--- src/rtl/core/urv_pkg.sv ---
// Package for the URI reference validator: codes, state and result types,
// and the RFC 3986 character class functions. No dependencies.
`default_nettype none

package urv_pkg;

  localparam int PositionBitsDefault = 16;
  localparam int OutPosBits          = 16;

  // Parse phases.
  localparam logic [2:0] PH_SCHEME_FIRST = 3'd0;
  localparam logic [2:0] PH_SCHEME_REST  = 3'd1;
  localparam logic [2:0] PH_AFTER_COLON  = 3'd2;
  localparam logic [2:0] PH_PATH         = 3'd3;
  localparam logic [2:0] PH_AUTH         = 3'd4;
  localparam logic [2:0] PH_QUERY        = 3'd5;
  localparam logic [2:0] PH_FRAG         = 3'd6;
  localparam logic [2:0] PH_DEAD         = 3'd7;

  // Component tags.
  localparam logic [3:0] COMP_SCHEME     = 4'd0;
  localparam logic [3:0] COMP_COLON      = 4'd1;
  localparam logic [3:0] COMP_AUTH_SLASH = 4'd2;
  localparam logic [3:0] COMP_PATH_SLASH = 4'd3;
  localparam logic [3:0] COMP_PATH_CHAR  = 4'd4;
  localparam logic [3:0] COMP_QMARK      = 4'd5;
  localparam logic [3:0] COMP_QUERY      = 4'd6;
  localparam logic [3:0] COMP_HASH       = 4'd7;
  localparam logic [3:0] COMP_FRAGMENT   = 4'd8;
  localparam logic [3:0] COMP_REJECTED   = 4'd9;

  // Error codes.
  localparam logic [2:0] ERR_NONE         = 3'd0;
  localparam logic [2:0] ERR_ALPHA_NEEDED = 3'd1;
  localparam logic [2:0] ERR_COLON_NEEDED = 3'd2;
  localparam logic [2:0] ERR_HEX_NEEDED   = 3'd3;
  localparam logic [2:0] ERR_TRAILING     = 3'd4;
  localparam logic [2:0] ERR_TOO_LONG     = 3'd5;

  // Commands.
  localparam logic CMD_DATA = 1'b0;
  localparam logic CMD_END  = 1'b1;

  // Delimiters.
  localparam logic [7:0] CH_SLASH   = 8'h2F;
  localparam logic [7:0] CH_PERCENT = 8'h25;
  localparam logic [7:0] CH_QMARK   = 8'h3F;
  localparam logic [7:0] CH_HASH    = 8'h23;
  localparam logic [7:0] CH_COLON   = 8'h3A;

  typedef struct packed {
    logic [2:0] phase;
    logic [1:0] hex_owed;
    logic       slash_pending;
    logic       segment_empty;
    logic [2:0] first_error;
  } parse_state_t;

  localparam parse_state_t PARSE_STATE_RESET = '{
    phase: PH_SCHEME_FIRST, hex_owed: 2'd0, slash_pending: 1'b0,
    segment_empty: 1'b1, first_error: ERR_NONE
  };

  typedef struct packed {
    logic [3:0]            component;
    logic                  segment_begin;
    logic [OutPosBits-1:0] byte_position;
    logic                  finished;
    logic [2:0]            error_code;
    logic [OutPosBits-1:0] error_position;
  } result_t;

  function automatic logic is_alpha(input logic [7:0] c);
    return (c >= 8'h61 && c <= 8'h7A) || (c >= 8'h41 && c <= 8'h5A);
  endfunction

  function automatic logic is_digit(input logic [7:0] c);
    return c >= 8'h30 && c <= 8'h39;
  endfunction

  function automatic logic is_hex(input logic [7:0] c);
    return is_digit(c) || (c >= 8'h61 && c <= 8'h66) || (c >= 8'h41 && c <= 8'h46);
  endfunction

  function automatic logic is_scheme_tail(input logic [7:0] c);
    return is_alpha(c) || is_digit(c) || c == 8'h2B || c == 8'h2D || c == 8'h2E;
  endfunction

  // Unreserved, sub-delims, ':' and '@'.
  function automatic logic is_pchar_plain(input logic [7:0] c);
    logic hit;
    hit = 1'b0;
    unique case (c)
      8'h2D, 8'h2E, 8'h5F, 8'h7E,
      8'h21, 8'h24, 8'h26, 8'h27, 8'h28, 8'h29,
      8'h2A, 8'h2B, 8'h2C, 8'h3B, 8'h3D,
      8'h3A, 8'h40: hit = 1'b1;
      default:      hit = 1'b0;
    endcase
    return hit || is_alpha(c) || is_digit(c);
  endfunction

  function automatic logic is_qf_plain(input logic [7:0] c);
    return is_pchar_plain(c) || c == CH_SLASH || c == CH_QMARK;
  endfunction

endpackage

`default_nettype wire

--- src/rtl/core/urv_in_if.sv ---
// Input channel of the URI reference validator: valid/ready handshake
// carrying one command and one byte. No dependencies.
`default_nettype none

interface urv_in_if;
  logic       valid;
  logic       ready;
  logic       command;
  logic [7:0] byte_value;

  modport source (output valid, command, byte_value, input ready);
  modport sink   (input valid, command, byte_value, output ready);
endinterface

`default_nettype wire

--- src/rtl/core/urv_out_if.sv ---
// Result channel of the URI reference validator: valid/ready handshake
// carrying one tagged result per input item. No dependencies.
`default_nettype none

interface urv_out_if;
  logic        valid;
  logic        ready;
  logic [3:0]  component;
  logic        segment_begin;
  logic [15:0] byte_position;
  logic        finished;
  logic [2:0]  error_code;
  logic [15:0] error_position;

  modport source (output valid, component, segment_begin, byte_position, finished,
                  error_code, error_position, input ready);
  modport sink   (input valid, component, segment_begin, byte_position, finished,
                  error_code, error_position, output ready);
endinterface

`default_nettype wire

--- src/rtl/core/urv_classifier.sv ---
// Combinational next-state and result logic for one transaction of the
// URI reference validator. Depends on urv_pkg.
`default_nettype none

module urv_classifier
  import urv_pkg::*;
#(
  parameter int POSITION_BITS = PositionBitsDefault
) (
  input  parse_state_t             state,
  input  logic [POSITION_BITS-1:0] position_count,
  input  logic [POSITION_BITS-1:0] error_position,
  input  logic                     command,
  input  logic [7:0]               byte_value,
  output parse_state_t             state_next,
  output logic [POSITION_BITS-1:0] position_count_next,
  output logic [POSITION_BITS-1:0] error_position_next,
  output result_t                  result
);

  localparam logic [POSITION_BITS-1:0] POS_MAX = '1;

  parse_state_t             st;
  logic [3:0]               comp;
  logic                     seg;
  logic                     fin;
  logic                     raise;
  logic [2:0]               raise_code;
  logic [POSITION_BITS-1:0] pos;
  logic [POSITION_BITS-1:0] err_pos;
  logic                     path;
  logic [3:0]               qf_comp;
  logic [OutPosBits-1:0]    pos_out;
  logic [OutPosBits-1:0]    err_pos_out;

  always_comb begin
    st         = state;
    comp       = COMP_SCHEME;
    seg        = 1'b0;
    fin        = 1'b0;
    raise      = 1'b0;
    raise_code = ERR_NONE;
    pos        = position_count;
    path       = 1'b0;
    position_count_next = position_count;
    qf_comp    = (state.phase == PH_QUERY) ? COMP_QUERY : COMP_FRAGMENT;

    if (command == CMD_END) begin
      fin = 1'b1;
      if (state.phase == PH_SCHEME_FIRST) begin
        raise = 1'b1; raise_code = ERR_ALPHA_NEEDED;
      end else if (state.phase == PH_SCHEME_REST) begin
        raise = 1'b1; raise_code = ERR_COLON_NEEDED;
      end else if (state.hex_owed != 2'd0) begin
        raise = 1'b1; raise_code = ERR_HEX_NEEDED;
      end
    end else if (position_count == POS_MAX) begin
      raise = 1'b1; raise_code = ERR_TOO_LONG;
      comp  = COMP_REJECTED;
    end else begin
      position_count_next = position_count + POSITION_BITS'(1);
      if (state.phase == PH_DEAD) begin
        comp = COMP_REJECTED;
      end else if (state.hex_owed != 2'd0) begin
        if (!is_hex(byte_value)) begin
          raise = 1'b1; raise_code = ERR_HEX_NEEDED; comp = COMP_REJECTED;
        end else begin
          st.hex_owed = state.hex_owed - 2'd1;
          comp = (state.phase == PH_QUERY) ? COMP_QUERY :
                 (state.phase == PH_FRAG) ? COMP_FRAGMENT : COMP_PATH_CHAR;
        end
      end else begin
        unique case (state.phase)
          PH_SCHEME_FIRST: begin
            if (is_alpha(byte_value)) begin
              st.phase = PH_SCHEME_REST; comp = COMP_SCHEME;
            end else begin
              raise = 1'b1; raise_code = ERR_ALPHA_NEEDED; comp = COMP_REJECTED;
            end
          end
          PH_SCHEME_REST: begin
            if (is_scheme_tail(byte_value)) begin
              comp = COMP_SCHEME;
            end else if (byte_value == CH_COLON) begin
              st.phase = PH_AFTER_COLON; st.segment_empty = 1'b1; comp = COMP_COLON;
            end else begin
              raise = 1'b1; raise_code = ERR_COLON_NEEDED; comp = COMP_REJECTED;
            end
          end
          PH_AFTER_COLON: begin
            st.phase = PH_PATH;
            if (byte_value == CH_SLASH) begin
              st.slash_pending = 1'b1; st.segment_empty = 1'b1;
              comp = COMP_PATH_SLASH;
            end else begin
              path = 1'b1;
            end
          end
          PH_AUTH: begin
            if (byte_value == CH_QMARK) begin
              st.phase = PH_QUERY; comp = COMP_QMARK;
            end else if (byte_value == CH_HASH) begin
              st.phase = PH_FRAG; comp = COMP_HASH;
            end else begin
              raise = 1'b1; raise_code = ERR_TRAILING; comp = COMP_REJECTED;
            end
          end
          PH_QUERY, PH_FRAG: begin
            if (is_qf_plain(byte_value)) begin
              comp = qf_comp;
            end else if (byte_value == CH_PERCENT) begin
              st.hex_owed = 2'd2; comp = qf_comp;
            end else if (state.phase == PH_QUERY && byte_value == CH_HASH) begin
              st.phase = PH_FRAG; comp = COMP_HASH;
            end else begin
              raise = 1'b1; raise_code = ERR_TRAILING; comp = COMP_REJECTED;
            end
          end
          default: path = 1'b1;
        endcase

        if (path) begin
          st.slash_pending = 1'b0;
          if (state.slash_pending && byte_value == CH_SLASH) begin
            st.phase = PH_AUTH; comp = COMP_AUTH_SLASH;
          end else if (byte_value == CH_SLASH) begin
            st.segment_empty = 1'b1; comp = COMP_PATH_SLASH;
          end else if (is_pchar_plain(byte_value) || byte_value == CH_PERCENT) begin
            if (byte_value == CH_PERCENT) begin
              st.hex_owed = 2'd2;
            end
            seg = state.segment_empty;
            st.segment_empty = 1'b0;
            comp = COMP_PATH_CHAR;
          end else if (byte_value == CH_QMARK) begin
            st.phase = PH_QUERY; comp = COMP_QMARK;
          end else if (byte_value == CH_HASH) begin
            st.phase = PH_FRAG; comp = COMP_HASH;
          end else begin
            raise = 1'b1; raise_code = ERR_TRAILING; comp = COMP_REJECTED;
          end
        end
      end
    end

    // Only the first error is kept; any error ends the parse.
    err_pos = error_position;
    if (raise) begin
      if (state.first_error == ERR_NONE) begin
        st.first_error = raise_code;
        err_pos        = pos;
      end
      st.phase         = PH_DEAD;
      st.hex_owed      = 2'd0;
      st.slash_pending = 1'b0;
    end

    // The end item reports, then returns everything to the reset state.
    if (fin) begin
      state_next          = PARSE_STATE_RESET;
      position_count_next = '0;
      error_position_next = '0;
    end else begin
      state_next          = st;
      error_position_next = err_pos;
    end
  end

  // Positions are reported in their low bits.
  if (POSITION_BITS >= OutPosBits) begin : g_pos_trunc
    assign pos_out     = pos[OutPosBits-1:0];
    assign err_pos_out = err_pos[OutPosBits-1:0];
  end else begin : g_pos_extend
    assign pos_out     = {{(OutPosBits-POSITION_BITS){1'b0}}, pos};
    assign err_pos_out = {{(OutPosBits-POSITION_BITS){1'b0}}, err_pos};
  end

  always_comb begin
    result.component      = comp;
    result.segment_begin  = seg;
    result.byte_position  = pos_out;
    result.finished       = fin;
    result.error_code     = st.first_error;
    result.error_position = err_pos_out;
  end

endmodule

`default_nettype wire

--- src/rtl/core/uri_reference_validator_core.sv ---
// Top level of the URI reference validator: parse state registers, the
// classifier, and a two-entry result buffer. Depends on urv_pkg, urv_in_if,
// urv_out_if and urv_classifier.
//
//   Channel   Modport  Payload                                       Role
//   items     sink     command, byte_value                           URI bytes, end item
//   results   source   component, segment_begin, byte_position,      one per item
//                      finished, error_code, error_position
//
// For each transaction on items the classifier updates the parse state in the
// cycle of acceptance, and its result is registered. The result leaves in the
// cycle after acceptance at the earliest, so one item per cycle is sustained
// while results are taken. A skid register behind the output register lets
// one more item be accepted while results stall; items.ready drops only when
// both result registers are full.
// Reset (rst, synchronous) clears the parse state and empties both result
// registers; no clearing pass is needed.
`default_nettype none

module uri_reference_validator_core
  import urv_pkg::*;
#(
  parameter int POSITION_BITS = PositionBitsDefault
) (
  input  logic       clk,
  input  logic       rst,
  urv_in_if.sink     items,
  urv_out_if.source  results
);

  // Parse state, updated once per accepted input transaction.
  parse_state_t             state;
  parse_state_t             state_next;
  logic [POSITION_BITS-1:0] position_count;
  logic [POSITION_BITS-1:0] position_count_next;
  logic [POSITION_BITS-1:0] error_position;
  logic [POSITION_BITS-1:0] error_position_next;
  result_t                  step_result;

  // Output register and skid register.
  logic    out_valid;
  result_t out_data;
  logic    skid_valid;
  result_t skid_data;

  logic in_take;
  logic out_take;

  assign items.ready = !skid_valid;
  assign in_take     = items.valid && items.ready;
  assign out_take    = out_valid && results.ready;

  urv_classifier #(
    .POSITION_BITS (POSITION_BITS)
  ) u_classifier (
    .state               (state),
    .position_count      (position_count),
    .error_position      (error_position),
    .command             (items.command),
    .byte_value          (items.byte_value),
    .state_next          (state_next),
    .position_count_next (position_count_next),
    .error_position_next (error_position_next),
    .result              (step_result)
  );

  always_ff @(posedge clk) begin
    if (rst) begin
      state          <= PARSE_STATE_RESET;
      position_count <= '0;
      error_position <= '0;
    end else if (in_take) begin
      state          <= state_next;
      position_count <= position_count_next;
      error_position <= error_position_next;
    end
  end

  // Results drain from the output register; the skid register refills it.
  // While the skid register is full no input is taken, so the two never
  // load in the same cycle.
  always_ff @(posedge clk) begin
    if (rst) begin
      out_valid  <= 1'b0;
      skid_valid <= 1'b0;
    end else if (out_take) begin
      if (skid_valid) begin
        out_data   <= skid_data;
        skid_valid <= 1'b0;
      end else if (in_take) begin
        out_data <= step_result;
      end else begin
        out_valid <= 1'b0;
      end
    end else if (in_take) begin
      if (!out_valid) begin
        out_data  <= step_result;
        out_valid <= 1'b1;
      end else begin
        skid_data  <= step_result;
        skid_valid <= 1'b1;
      end
    end
  end

  assign results.valid          = out_valid;
  assign results.component      = out_data.component;
  assign results.segment_begin  = out_data.segment_begin;
  assign results.byte_position  = out_data.byte_position;
  assign results.finished       = out_data.finished;
  assign results.error_code     = out_data.error_code;
  assign results.error_position = out_data.error_position;

`ifndef SYNTHESIS
  // The skid register is only ever filled behind a full output register.
  a_skid_behind_out: assert property (@(posedge clk) disable iff (rst)
    skid_valid |-> out_valid)
    else $error("skid register holds a result while the output register is empty");

  // The parse only dies through an error, which is always recorded.
  a_dead_has_error: assert property (@(posedge clk) disable iff (rst)
    (state.phase == PH_DEAD) |-> (state.first_error != ERR_NONE))
    else $error("parse stopped without a recorded error");

  // Hex digits are owed only inside the path, query or fragment.
  a_hex_owed_phase: assert property (@(posedge clk) disable iff (rst)
    (state.hex_owed != 2'd0) |->
      (state.phase == PH_PATH || state.phase == PH_QUERY || state.phase == PH_FRAG))
    else $error("hex digits owed outside path, query or fragment");

  // An end transaction returns the parser to its reset state.
  a_end_restarts: assert property (@(posedge clk) disable iff (rst)
    (in_take && items.command == CMD_END) |=>
      (state == PARSE_STATE_RESET && position_count == '0 && error_position == '0))
    else $error("parse state not restarted after end item");
`endif

endmodule

`default_nettype wire
--- src/flat_wrapper.sv ---
// flat-port wrapper written by rule: the top's interface ports become plain ports
module uri_reference_validator_core_flat import urv_pkg::*;
#(
  parameter int POSITION_BITS = PositionBitsDefault
)
  (clk, rst, items_valid, items_command, items_byte_value, items_ready, results_valid, results_component, results_segment_begin, results_byte_position, results_finished, results_error_code, results_error_position, results_ready);
  urv_in_if items_i ();
  urv_out_if results_i ();
  input  logic clk;
  input  logic rst;
  input wire logic [$bits(items_i.valid)-1:0] items_valid;
  input wire logic [$bits(items_i.command)-1:0] items_command;
  input wire logic [$bits(items_i.byte_value)-1:0] items_byte_value;
  output wire logic [$bits(items_i.ready)-1:0] items_ready;
  output wire logic [$bits(results_i.valid)-1:0] results_valid;
  output wire logic [$bits(results_i.component)-1:0] results_component;
  output wire logic [$bits(results_i.segment_begin)-1:0] results_segment_begin;
  output wire logic [$bits(results_i.byte_position)-1:0] results_byte_position;
  output wire logic [$bits(results_i.finished)-1:0] results_finished;
  output wire logic [$bits(results_i.error_code)-1:0] results_error_code;
  output wire logic [$bits(results_i.error_position)-1:0] results_error_position;
  input wire logic [$bits(results_i.ready)-1:0] results_ready;
  assign items_i.valid = items_valid;
  assign items_i.command = items_command;
  assign items_i.byte_value = items_byte_value;
  assign items_ready = items_i.ready;
  assign results_valid = results_i.valid;
  assign results_component = results_i.component;
  assign results_segment_begin = results_i.segment_begin;
  assign results_byte_position = results_i.byte_position;
  assign results_finished = results_i.finished;
  assign results_error_code = results_i.error_code;
  assign results_error_position = results_i.error_position;
  assign results_i.ready = results_ready;
  uri_reference_validator_core #(.POSITION_BITS(POSITION_BITS)) u_core (.clk(clk), .rst(rst), .items(items_i), .results(results_i));
endmodule
--- config.mk ---
export PLATFORM = sky130hd
export DESIGN_NAME = uri_reference_validator_core_flat
export DESIGN_NICKNAME = d
export VERILOG_FILES = /design/src/rtl/core/urv_pkg.sv /design/src/rtl/core/urv_in_if.sv /design/src/rtl/core/urv_out_if.sv /design/src/rtl/core/urv_classifier.sv /design/src/rtl/core/uri_reference_validator_core.sv /design/src/flat_wrapper.sv
export SDC_FILE = /design/constraint.sdc
export NUM_CORES = 1
export LEC_CHECK = 0
export BUFFER_PORTS_ARGS = -buffer_cell sky130_fd_sc_hd__buf_2
export CAP_MARGIN = 15
export CORE_MARGIN = 2
export CORE_UTILIZATION = 25
export CTS_CLUSTER_SIZE = 16
export DETAILED_ROUTE_END_ITERATION = 8
export PLACE_DENSITY = 0.38
export SETUP_SLACK_MARGIN = 0.1
export SLEW_MARGIN = 20
export SYNTH_ARGS = -nofsm -noshare
export SYNTH_HDL_FRONTEND = slang
export SYNTH_HIERARCHICAL = 1
export SYNTH_SLANG_ARGS = --single-unit
--- constraint.sdc ---
create_clock -name clk -period 7.7 [get_ports clk]
set_clock_uncertainty 0.1 [all_clocks]
set_input_delay 0 -clock clk [delete_from_list [all_inputs] [get_ports clk]]
set_output_delay 0 -clock clk [all_outputs]
set_load 0.03 [all_outputs]
==> metrics.txt, run 1 <==
# TYPE chip_impl_metric gauge
chip_impl_metric{name="groute.usage.overall",unit="%"} 12.5
chip_impl_metric{name="synth-edff-count",unit=""} 82
chip_impl_metric{name="finalInstanceArea",unit="mm2"} 0.00777
chip_impl_metric{name="p_switching",unit="uW"} 429
chip_impl_info{name="hold_path.startpoint",value="items_command"} 1
chip_impl_metric{name="relSlewSlack",unit="%"} 35.3
chip_impl_info{name="cts_tree",value="built"} 1
chip_impl_metric{name="synthCells",unit=""} 701
chip_impl_info{name="worst_r2r_startpoint",value="u_core/position_count[1]"} 1
chip_impl_metric{name="grt_start_max_net_pins",unit=""} 47
chip_impl_metric{name="timing.final.crit_period",unit="ns"} 4.06
chip_impl_metric{name="tightestPinTransition",unit="ns"} 0.970
chip_impl_metric{name="clk_latency",unit="ns"} 0.42
chip_impl_metric{name="dpl.cell_count",unit=""} 1038
chip_impl_info{name="clockRootBuffer",value="clkbuf_16"} 1
chip_impl_metric{name="wl",unit="mm"} 17.4
chip_impl_metric{name="portBuffers",unit=""} 55
chip_impl_metric{name="dieWidth",unit="um"} 169
chip_impl_metric{name="clk_transition_reported_paths",unit="ns"} 0.06
chip_impl_metric{name="place_hpwl",unit="mm"} 10.8
chip_impl_metric{name="clk_path_buf_depth",unit=""} 2
chip_impl_metric{name="boundaryPins",unit=""} 56
chip_impl_metric{name="netlist_area",unit="mm2"} 0.00680
chip_impl_metric{name="wire_per_inst",unit="um"} 16.3
chip_impl_metric{name="hold_viol",unit=""} 0
chip_impl_metric{name="post_synth_fa_ha_maj_area_fraction",unit="%"} 0.368
chip_impl_metric{name="cp.required",unit="ns"} 7.77
chip_impl_metric{name="htreeDepth",unit=""} 4
chip_impl_metric{name="drive_above_1_share",unit="%"} 23.9
chip_impl_metric{name="antennaDiodeCount",unit=""} 0
chip_impl_info{name="synth_top_family_by_area",value="simple AND/OR/NAND/NOR gates"} 1
chip_impl_metric{name="remaining_drc_errors",unit=""} 0
chip_impl_metric{name="cellInternalPower",unit="uW"} 1230
chip_impl_metric{name="yosysWarnings",unit=""} 6
chip_impl_metric{name="detail-route-antenna-nets",unit=""} 0
chip_impl_info{name="crit_start",value="u_core/position_count[1]"} 1
chip_impl_metric{name="place_area",unit="mm2"} 0.00722
chip_impl_metric{name="die_y",unit="um"} 169
chip_impl_metric{name="synth_simple_gate_area_share",unit="%"} 17.3
chip_impl_metric{name="grt_first_pass_wirelength",unit="mm"} 28.2
chip_impl_metric{name="die_outline_area",unit="mm2"} 0.0285
chip_impl_metric{name="detailedRoute.firstIterationViolations",unit=""} 352
chip_impl_metric{name="critPathArrivalTime",unit="ns"} 4.13
chip_impl_info{name="outcome",value="finished clean"} 1
chip_impl_metric{name="n_fill_cell",unit=""} 2805
chip_impl_metric{name="synth-compound-area-share",unit="%"} 14.7
chip_impl_metric{name="synth_area_per_cell",unit="um2"} 9.70
chip_impl_metric{name="areal_power_density_over_the_cells",unit="mW/mm2"} 214
chip_impl_info{name="worstSetupEndpointType",value="flip-flop"} 1
chip_impl_metric{name="final_min_period_over_clock_period",unit="%"} 52.8
chip_impl_metric{name="core_region_area",unit="mm2"} 0.0268
chip_impl_metric{name="setup_viol",unit=""} 0
chip_impl_metric{name="clock_sink_count",unit=""} 126
chip_impl_metric{name="first_global_vias",unit=""} 5137
chip_impl_metric{name="peakVddDrop",unit="mV"} 0.147
chip_impl_metric{name="leakage",unit="uW"} 0.00272
chip_impl_metric{name="proportion_of_synthesized_area_in_mux_cells",unit="%"} 10.4
chip_impl_info{name="hold_path_class",value="in -> reg"} 1
chip_impl_metric{name="power_frac_clock",unit="%"} 44.0
chip_impl_metric{name="synthArstFlopShare",unit="%"} 0
chip_impl_metric{name="synthesis.nets",unit=""} 716
chip_impl_metric{name="layout-area-overhead-vs-synth",unit="%"} 14.4
chip_impl_metric{name="drt_pre_antenna_iters",unit=""} 5
chip_impl_metric{name="synth-seq-area-share",unit="%"} 49.2
chip_impl_metric{name="swShare",unit="%"} 25.8
chip_impl_metric{name="final.setup.tns",unit="ns"} 0
chip_impl_info{name="rsz0062_at_grt",value="no"} 1
chip_impl_metric{name="finalCoreUtilization",unit="%"} 29.0
chip_impl_info{name="startpoint_type",value="flip-flop"} 1
chip_impl_metric{name="floorplan.rows",unit=""} 60
chip_impl_metric{name="total_power",unit="uW"} 1660
chip_impl_metric{name="comb_power_share",unit="%"} 11.0
chip_impl_metric{name="max_freq",unit="MHz"} 246
chip_impl_metric{name="maxCapViolations",unit=""} 0
chip_impl_metric{name="power_frac_seq",unit="%"} 45.0
chip_impl_metric{name="initial_antenna_violation_count",unit=""} 0
chip_impl_metric{name="detailroute.via_count",unit=""} 5224
chip_impl_metric{name="cts-buffers-inserted",unit=""} 17
chip_impl_metric{name="cp_max_fo",unit=""} 24
chip_impl_metric{name="effective_utilization_at_floorplan",unit="%"} 25.4
chip_impl_info{name="synth_flop_cell",value="edfxtp_1"} 1
chip_impl_info{name="setup.worst_path.class",value="reg -> reg"} 1
chip_impl_metric{name="detail_route.vias_per_cell",unit=""} 4.87
chip_impl_metric{name="synth_seq_cells",unit=""} 126
chip_impl_metric{name="final_net_count",unit=""} 733
chip_impl_metric{name="timing_max_transition_violations_final",unit=""} 0
chip_impl_metric{name="synth_xor_area_share",unit="%"} 1.80
chip_impl_metric{name="final-instance-count-excl-fill",unit=""} 1072
chip_impl_metric{name="grt-ovfl-total",unit=""} 0
chip_impl_metric{name="gpl.final_weighted_congestion",unit=""} 0.804
chip_impl_metric{name="cts_post_setup_buffers_inserted",unit=""} 0
chip_impl_metric{name="ys_types",unit=""} 64
[layer usage]
metal  global-route usage, %  vias to the layer above  share of wire, %
li1                        -                     2526                 -
met1                    16.4                     2582                47
met2                    20.4                      102                47
met3                    2.88                       14               4.0
met4                    4.16                        0               1.2
met5                       0                        -                 0
[flip-flops by register name, indices dropped and copies added (netlist names), 3 cells and up]
signal and cells:
u_core/error_position 16, u_core/skid_data 41, u_core/state 10, u_core/position_count 16, u_core/results.byte_position 16, u_core/results.error_code 3
u_core/results.component 4, u_core/results.error_position 16
[final cells by class]
cell class | count | area [um2] | share of cell area (%)
clock buffer | 26 | 500 | 6.44
timing repair buffer | 66 | 363 | 4.67
clock inverter | 6 | 35.0 | 0.451
tap | 341 | 427 | 5.49
multi-input combinational | 492 | 3050 | 39.2
inverter | 15 | 56.3 | 0.724
sequential | 126 | 3340 | 43.0
[stage by stage]
stage / worst slack [ns] / hold slack (ns)
global placement: 3.71 / 0.192
finish: 3.64 / 0.0502
global route: 3.32 / 0.0552
floorplan: 2.44 / 0.0164
CTS: 3.59 / 0.0408
detailed placement: 3.61 / 0.202
[timing repair]
action / in CTS / in global routing
resized for setup: 0 / 0
hold endpoints to repair: 2 / 0
hold buffers: 2 / 0
[synth_stat cells (14+ instances only)]
cell        n  share of area, %
o21ai_0    18               1.3
buf_4      19               2.1
a31o_2     14               1.8
nand3_1    17               1.3
a21oi_1    75               5.5
edfxtp_1   82                36
nor2_1     48               2.7
clkbuf_1   25               1.4
inv_1      15              0.83
nand2_1   136               7.5
mux2_2     45               7.5
buf_2      21               1.5
dfxtp_1    44                13
[kinds of logic (layout without fill, tap and decap cells)]
kind of cell	count (synthesis)	after routing
AND/OR/NAND/NOR	260	260
AO/OA/AOI/OAI	156	156
flip-flops	126	126
buffers and inverters	83	113
multiplexers	60	60
XOR/XNOR	14	14
adder cells (fa/ha/maj)	2	2
[power groups by stage]
| stage | clock network, uW | logic, uW | registers, uW |
|---|---|---|---|
| after CTS | 753 | 185 | 748 |
| after detailed placement | 0 | 184 | 762 |
| after global placement | 0 | 182 | 761 |
| after floorplan | 0 | 114 | 782 |
| final | 730 | 183 | 748 |
| after global routing | 783 | 198 | 749 |
[critical path, stage by stage (launching register included)]
cell	delay (ns)
dfxtp_1	0.46
ha_1	0.25
nand4_1	0.15
nor4_2	0.26
buf_4	0.25
nand2b_1	0.25
nor2_1	0.12
a41oi_4	0.82
nand2_4	0.41
mux2_4	0.42
mux2_1	0.29
[placed cells by master (no fill, tap or decap), types with 4 or more instances in the layout]
cell type,count
inv_1,15
a31o_2,14
o21ai_0,18
o22ai_1,4
or3_1,4
edfxtp_1,82
a21boi_0,5
xnor2_1,8
nand3_1,17
buf_4,9
a31oi_1,9
mux2_2,45
mux2_4,9
a21oi_1,75
clkinv_2,4
nand2_1,136
dfxtp_1,44
nand4_1,7
buf_2,55
o21bai_1,4
nand3b_1,4
nor2_1,48
nand2b_1,4
clkbuf_16,18
clkbuf_1,6
xor2_1,6
nor3_1,12
[worst paths after layout]
kind / slack, ns / depth (start not counted) / to
min reg2reg: 0.37 / 2 / u_core/error_position[1]
max reg2reg: 3.64 / 10 / u_core/results.error_position[6]
min: 0.05 / 1 / u_core/skid_data[19]
max: 3.64 / 10 / u_core/results.error_position[6]
Note: power is estimated with default switching activity, not from simulation.
==> run 2: changes to the inputs <==
ABC_AREA = 1   (was unset)
PLACE_DENSITY = 0.39   (was 0.38)
clock period = 3.6 ns   (was 7.7 ns; I/O delays follow)
==> metrics.txt, run 2 <==
# TYPE chip_impl_metric gauge
chip_impl_metric{name="portBuffers",unit=""} 55
chip_impl_metric{name="effective_utilization_at_floorplan",unit="%"} 25.5
chip_impl_info{name="timing.critical_path.max_delay_family",value="simple AND/OR/NAND/NOR gates"} 1
chip_impl_metric{name="die_y",unit="um"} 175
chip_impl_metric{name="netlist_area",unit="mm2"} 0.00735
chip_impl_metric{name="groute.usage.overall",unit="%"} 13.7
chip_impl_metric{name="cts-resized-gates",unit=""} 0
chip_impl_metric{name="layout-area-overhead-vs-synth",unit="%"} 14.6
chip_impl_metric{name="detailroute.via_count",unit=""} 6191
chip_impl_info{name="synth_top_area_cell",value="edfxtp_1"} 1
chip_impl_metric{name="tightestPinTransition",unit="ns"} 0.884
chip_impl_info{name="worstSetupEndpointType",value="flip-flop"} 1
chip_impl_metric{name="grt-ovfl-total",unit=""} 0
chip_impl_metric{name="drt_pre_antenna_iters",unit=""} 7
chip_impl_metric{name="relSlewSlack",unit="%"} 41.0
chip_impl_info{name="final_common_cell",value="nand2_1"} 1
chip_impl_metric{name="place_hpwl",unit="mm"} 13.2
chip_impl_metric{name="drive_above_1_share",unit="%"} 13.8
chip_impl_metric{name="synth-seq-area-share",unit="%"} 45.5
chip_impl_metric{name="detailedRoute.firstIterationViolations",unit=""} 359
chip_impl_info{name="cts_tree",value="built"} 1
chip_impl_metric{name="maxCapViolations",unit=""} 0
chip_impl_info{name="synth_most_common_cell",value="nand2_1"} 1
chip_impl_metric{name="n_fill_cell",unit=""} 3183
chip_impl_metric{name="max_freq",unit="MHz"} 354
chip_impl_metric{name="leakage",unit="uW"} 0.00369
chip_impl_metric{name="initial_antenna_violation_count",unit=""} 0
chip_impl_metric{name="clock_sink_count",unit=""} 126
chip_impl_metric{name="cts-buffers-inserted",unit=""} 17
chip_impl_info{name="max_flop_register",value="u_core/skid_data"} 1
chip_impl_metric{name="setup_viol",unit=""} 0
chip_impl_metric{name="floorplan.rows",unit=""} 62
chip_impl_metric{name="gpl.final_weighted_congestion",unit=""} 0.812
chip_impl_metric{name="die_outline_area",unit="mm2"} 0.0308
chip_impl_metric{name="synth.top_cell.area_share",unit="%"} 33.5
chip_impl_metric{name="first_global_vias",unit=""} 6027
chip_impl_info{name="synth_top_cells_by_area",value="edfxtp_1, nand2_1, dfxtp_1, nor2_1, inv_1"} 1
chip_impl_metric{name="synth_seq_cells",unit=""} 126
chip_impl_metric{name="clk_latency",unit="ns"} 0.42
chip_impl_metric{name="cp_max_fo",unit=""} 19
chip_impl_metric{name="antennaDiodeCount",unit=""} 0
chip_impl_info{name="critPathMostFrequentCell",value="nand3_1"} 1
chip_impl_metric{name="place_area",unit="mm2"} 0.00780
chip_impl_metric{name="areal_power_density_over_the_cells",unit="mW/mm2"} 494
chip_impl_metric{name="crit_buf_inv",unit=""} 3
chip_impl_metric{name="grt_first_pass_wirelength",unit="mm"} 33.2
chip_impl_metric{name="wl",unit="mm"} 20.5
chip_impl_metric{name="yosysWarnings",unit=""} 6
chip_impl_metric{name="timing_max_transition_violations_final",unit=""} 0
chip_impl_metric{name="finalCoreUtilization",unit="%"} 29.3
chip_impl_metric{name="synthesis.nets",unit=""} 962
chip_impl_metric{name="timing.final.crit_period",unit="ns"} 2.82
chip_impl_metric{name="clk_transition_reported_paths",unit="ns"} 0.06
chip_impl_metric{name="final_min_period_over_clock_period",unit="%"} 78.5
chip_impl_metric{name="cp.required",unit="ns"} 3.86
chip_impl_metric{name="hold_viol",unit=""} 0
chip_impl_metric{name="grt_start_max_net_pins",unit=""} 61
chip_impl_metric{name="critPathArrivalTime",unit="ns"} 3.08
chip_impl_metric{name="htreeDepth",unit=""} 4
chip_impl_metric{name="synth-edff-count",unit=""} 82
chip_impl_info{name="hold_path_class",value="in -> reg"} 1
chip_impl_metric{name="dieWidth",unit="um"} 175
chip_impl_metric{name="peakVddDrop",unit="mV"} 0.319
chip_impl_info{name="outcome",value="finished clean"} 1
chip_impl_metric{name="final_net_count",unit=""} 992
chip_impl_metric{name="final.setup.tns",unit="ns"} 0
chip_impl_info{name="layout.cells.most_common_list",value="nand2_1, nor2_1, inv_1, edfxtp_1, o21ai_0"} 1
chip_impl_metric{name="ys_types",unit=""} 49
chip_impl_metric{name="boundaryPins",unit=""} 56
chip_impl_info{name="critPathSlowestCell",value="dfxtp_1"} 1
chip_impl_metric{name="cpPeakStageDelay",unit="ns"} 0.47
chip_impl_metric{name="clk_path_buf_depth",unit=""} 2
chip_impl_info{name="startpoint_type",value="flip-flop"} 1
chip_impl_metric{name="synthArstFlopShare",unit="%"} 0
chip_impl_metric{name="remaining_drc_errors",unit=""} 0
chip_impl_metric{name="detail_route.vias_per_cell",unit=""} 4.51
chip_impl_info{name="setup.worst_path.class",value="reg -> reg"} 1
chip_impl_metric{name="synth_area_per_cell",unit="um2"} 7.76
chip_impl_metric{name="detail-route-antenna-nets",unit=""} 0
chip_impl_metric{name="total_power",unit="uW"} 4160
chip_impl_metric{name="largest_register_ffs",unit=""} 41
chip_impl_metric{name="synthCells",unit=""} 947
chip_impl_info{name="critical_path_cell_list",value="ha_1 -> nand3_1 -> inv_1 -> nand3_1 -> nor4_1 -> nand2_1 -> inv_1 -> nor2_1 -> nand2_2 -> buf_4 -> nand3_1 -> a21oi_1 -> nand3b_1 -> nand2_1 -> nor2_1"} 1
chip_impl_info{name="rsz0062_at_grt",value="no"} 1
chip_impl_metric{name="wire_per_inst",unit="um"} 14.9
chip_impl_info{name="synth_flop_cell",value="edfxtp_1"} 1
chip_impl_metric{name="finalInstanceArea",unit="mm2"} 0.00842
chip_impl_metric{name="core_region_area",unit="mm2"} 0.0288
chip_impl_info{name="clockRootBuffer",value="clkbuf_16"} 1
chip_impl_info{name="synth_commonest_cells",value="nand2_1, nor2_1, edfxtp_1, inv_1, o21ai_0"} 1
run 2: cell count changes after synthesis, moves of 10 or more:
cell / previous run / this run
inv_1: 15 / 82
buf_2: 21 / 6
a31o_2: 14 / 0
mux2_2: 45 / 0
nand3b_1: 4 / 41
buf_6: 2 / 12
a21oi_1: 75 / 40
nor2_1: 48 / 133
o21ai_0: 18 / 56
nand2_1: 136 / 259
nand3_1: 17 / 36
o21ai_1: 0 / 11
run 2: logic make-up (layout without fill, tap and decap cells):
family	after synthesis	after routing	share of synthesized area, %
AO/OA/AOI/OAI	135	135	10.3
XOR/XNOR	2	2	0.239
adder cells (fa/ha/maj)	2	2	0.341
buffers and inverters	151	194	10.5
flip-flops	126	126	45.5
multiplexers	7	7	0.954
AND/OR/NAND/NOR	524	524	32.1
run 2: path summary, 6_finish.rpt:
path	start	endpoint	slack, ns	cells after the start
max	u_core/position_count[1]	u_core/error_position[6]	0.78	15
min	items_command	u_core/skid_data[19]	0.13	2
max reg2reg	u_core/position_count[1]	u_core/error_position[6]	0.78	15
min reg2reg	u_core/state[6]	u_core/state[6]	0.38	2
run 2: layer usage:
metal  GRT usage (%)  up-vias  routed length (um)
met2            22.8       97                9570
met1            18.0     2898                9970
met5               0        -                   0
met3            2.32       20                 551
li1                -     3176                   -
met4            4.75        0                 414
run 2: timing repair:
action	CTS	global route
hold endpoints to repair	3	0
setup buffers	0	0
hold buffers	4	0
run 2: final cells by class:
class                      instances  area (um2)  share of cell area, %
clock inverter                    13         146                   1.74
inverter                          89         334                   3.97
sequential                       126        3340                   39.7
tap                              384         480                   5.70
multi-input combinational        670        3250                   38.6
clock buffer                      19         433                   5.14
timing repair buffer              73         433                   5.14
run 2: stage by stage:
stage	cells	setup WS, ns	hold WS (ns)
after floorplan	947	0.731	-0.0309
after global placement	1338	0.883	0.0782
after detailed placement	1338	0.790	0.0796
after CTS	1374	0.752	0.137
after global routing	1374	0.496	0.151
final	1374	0.775	0.133
run 2: where the power goes:
part,total (uW),switching [uW],leakage (uW),internal (uW)
Combinational,739,508,0.00229,231
Clock,1720,637,0.000282,1080
Sequential,1700,58.7,0.00112,1650
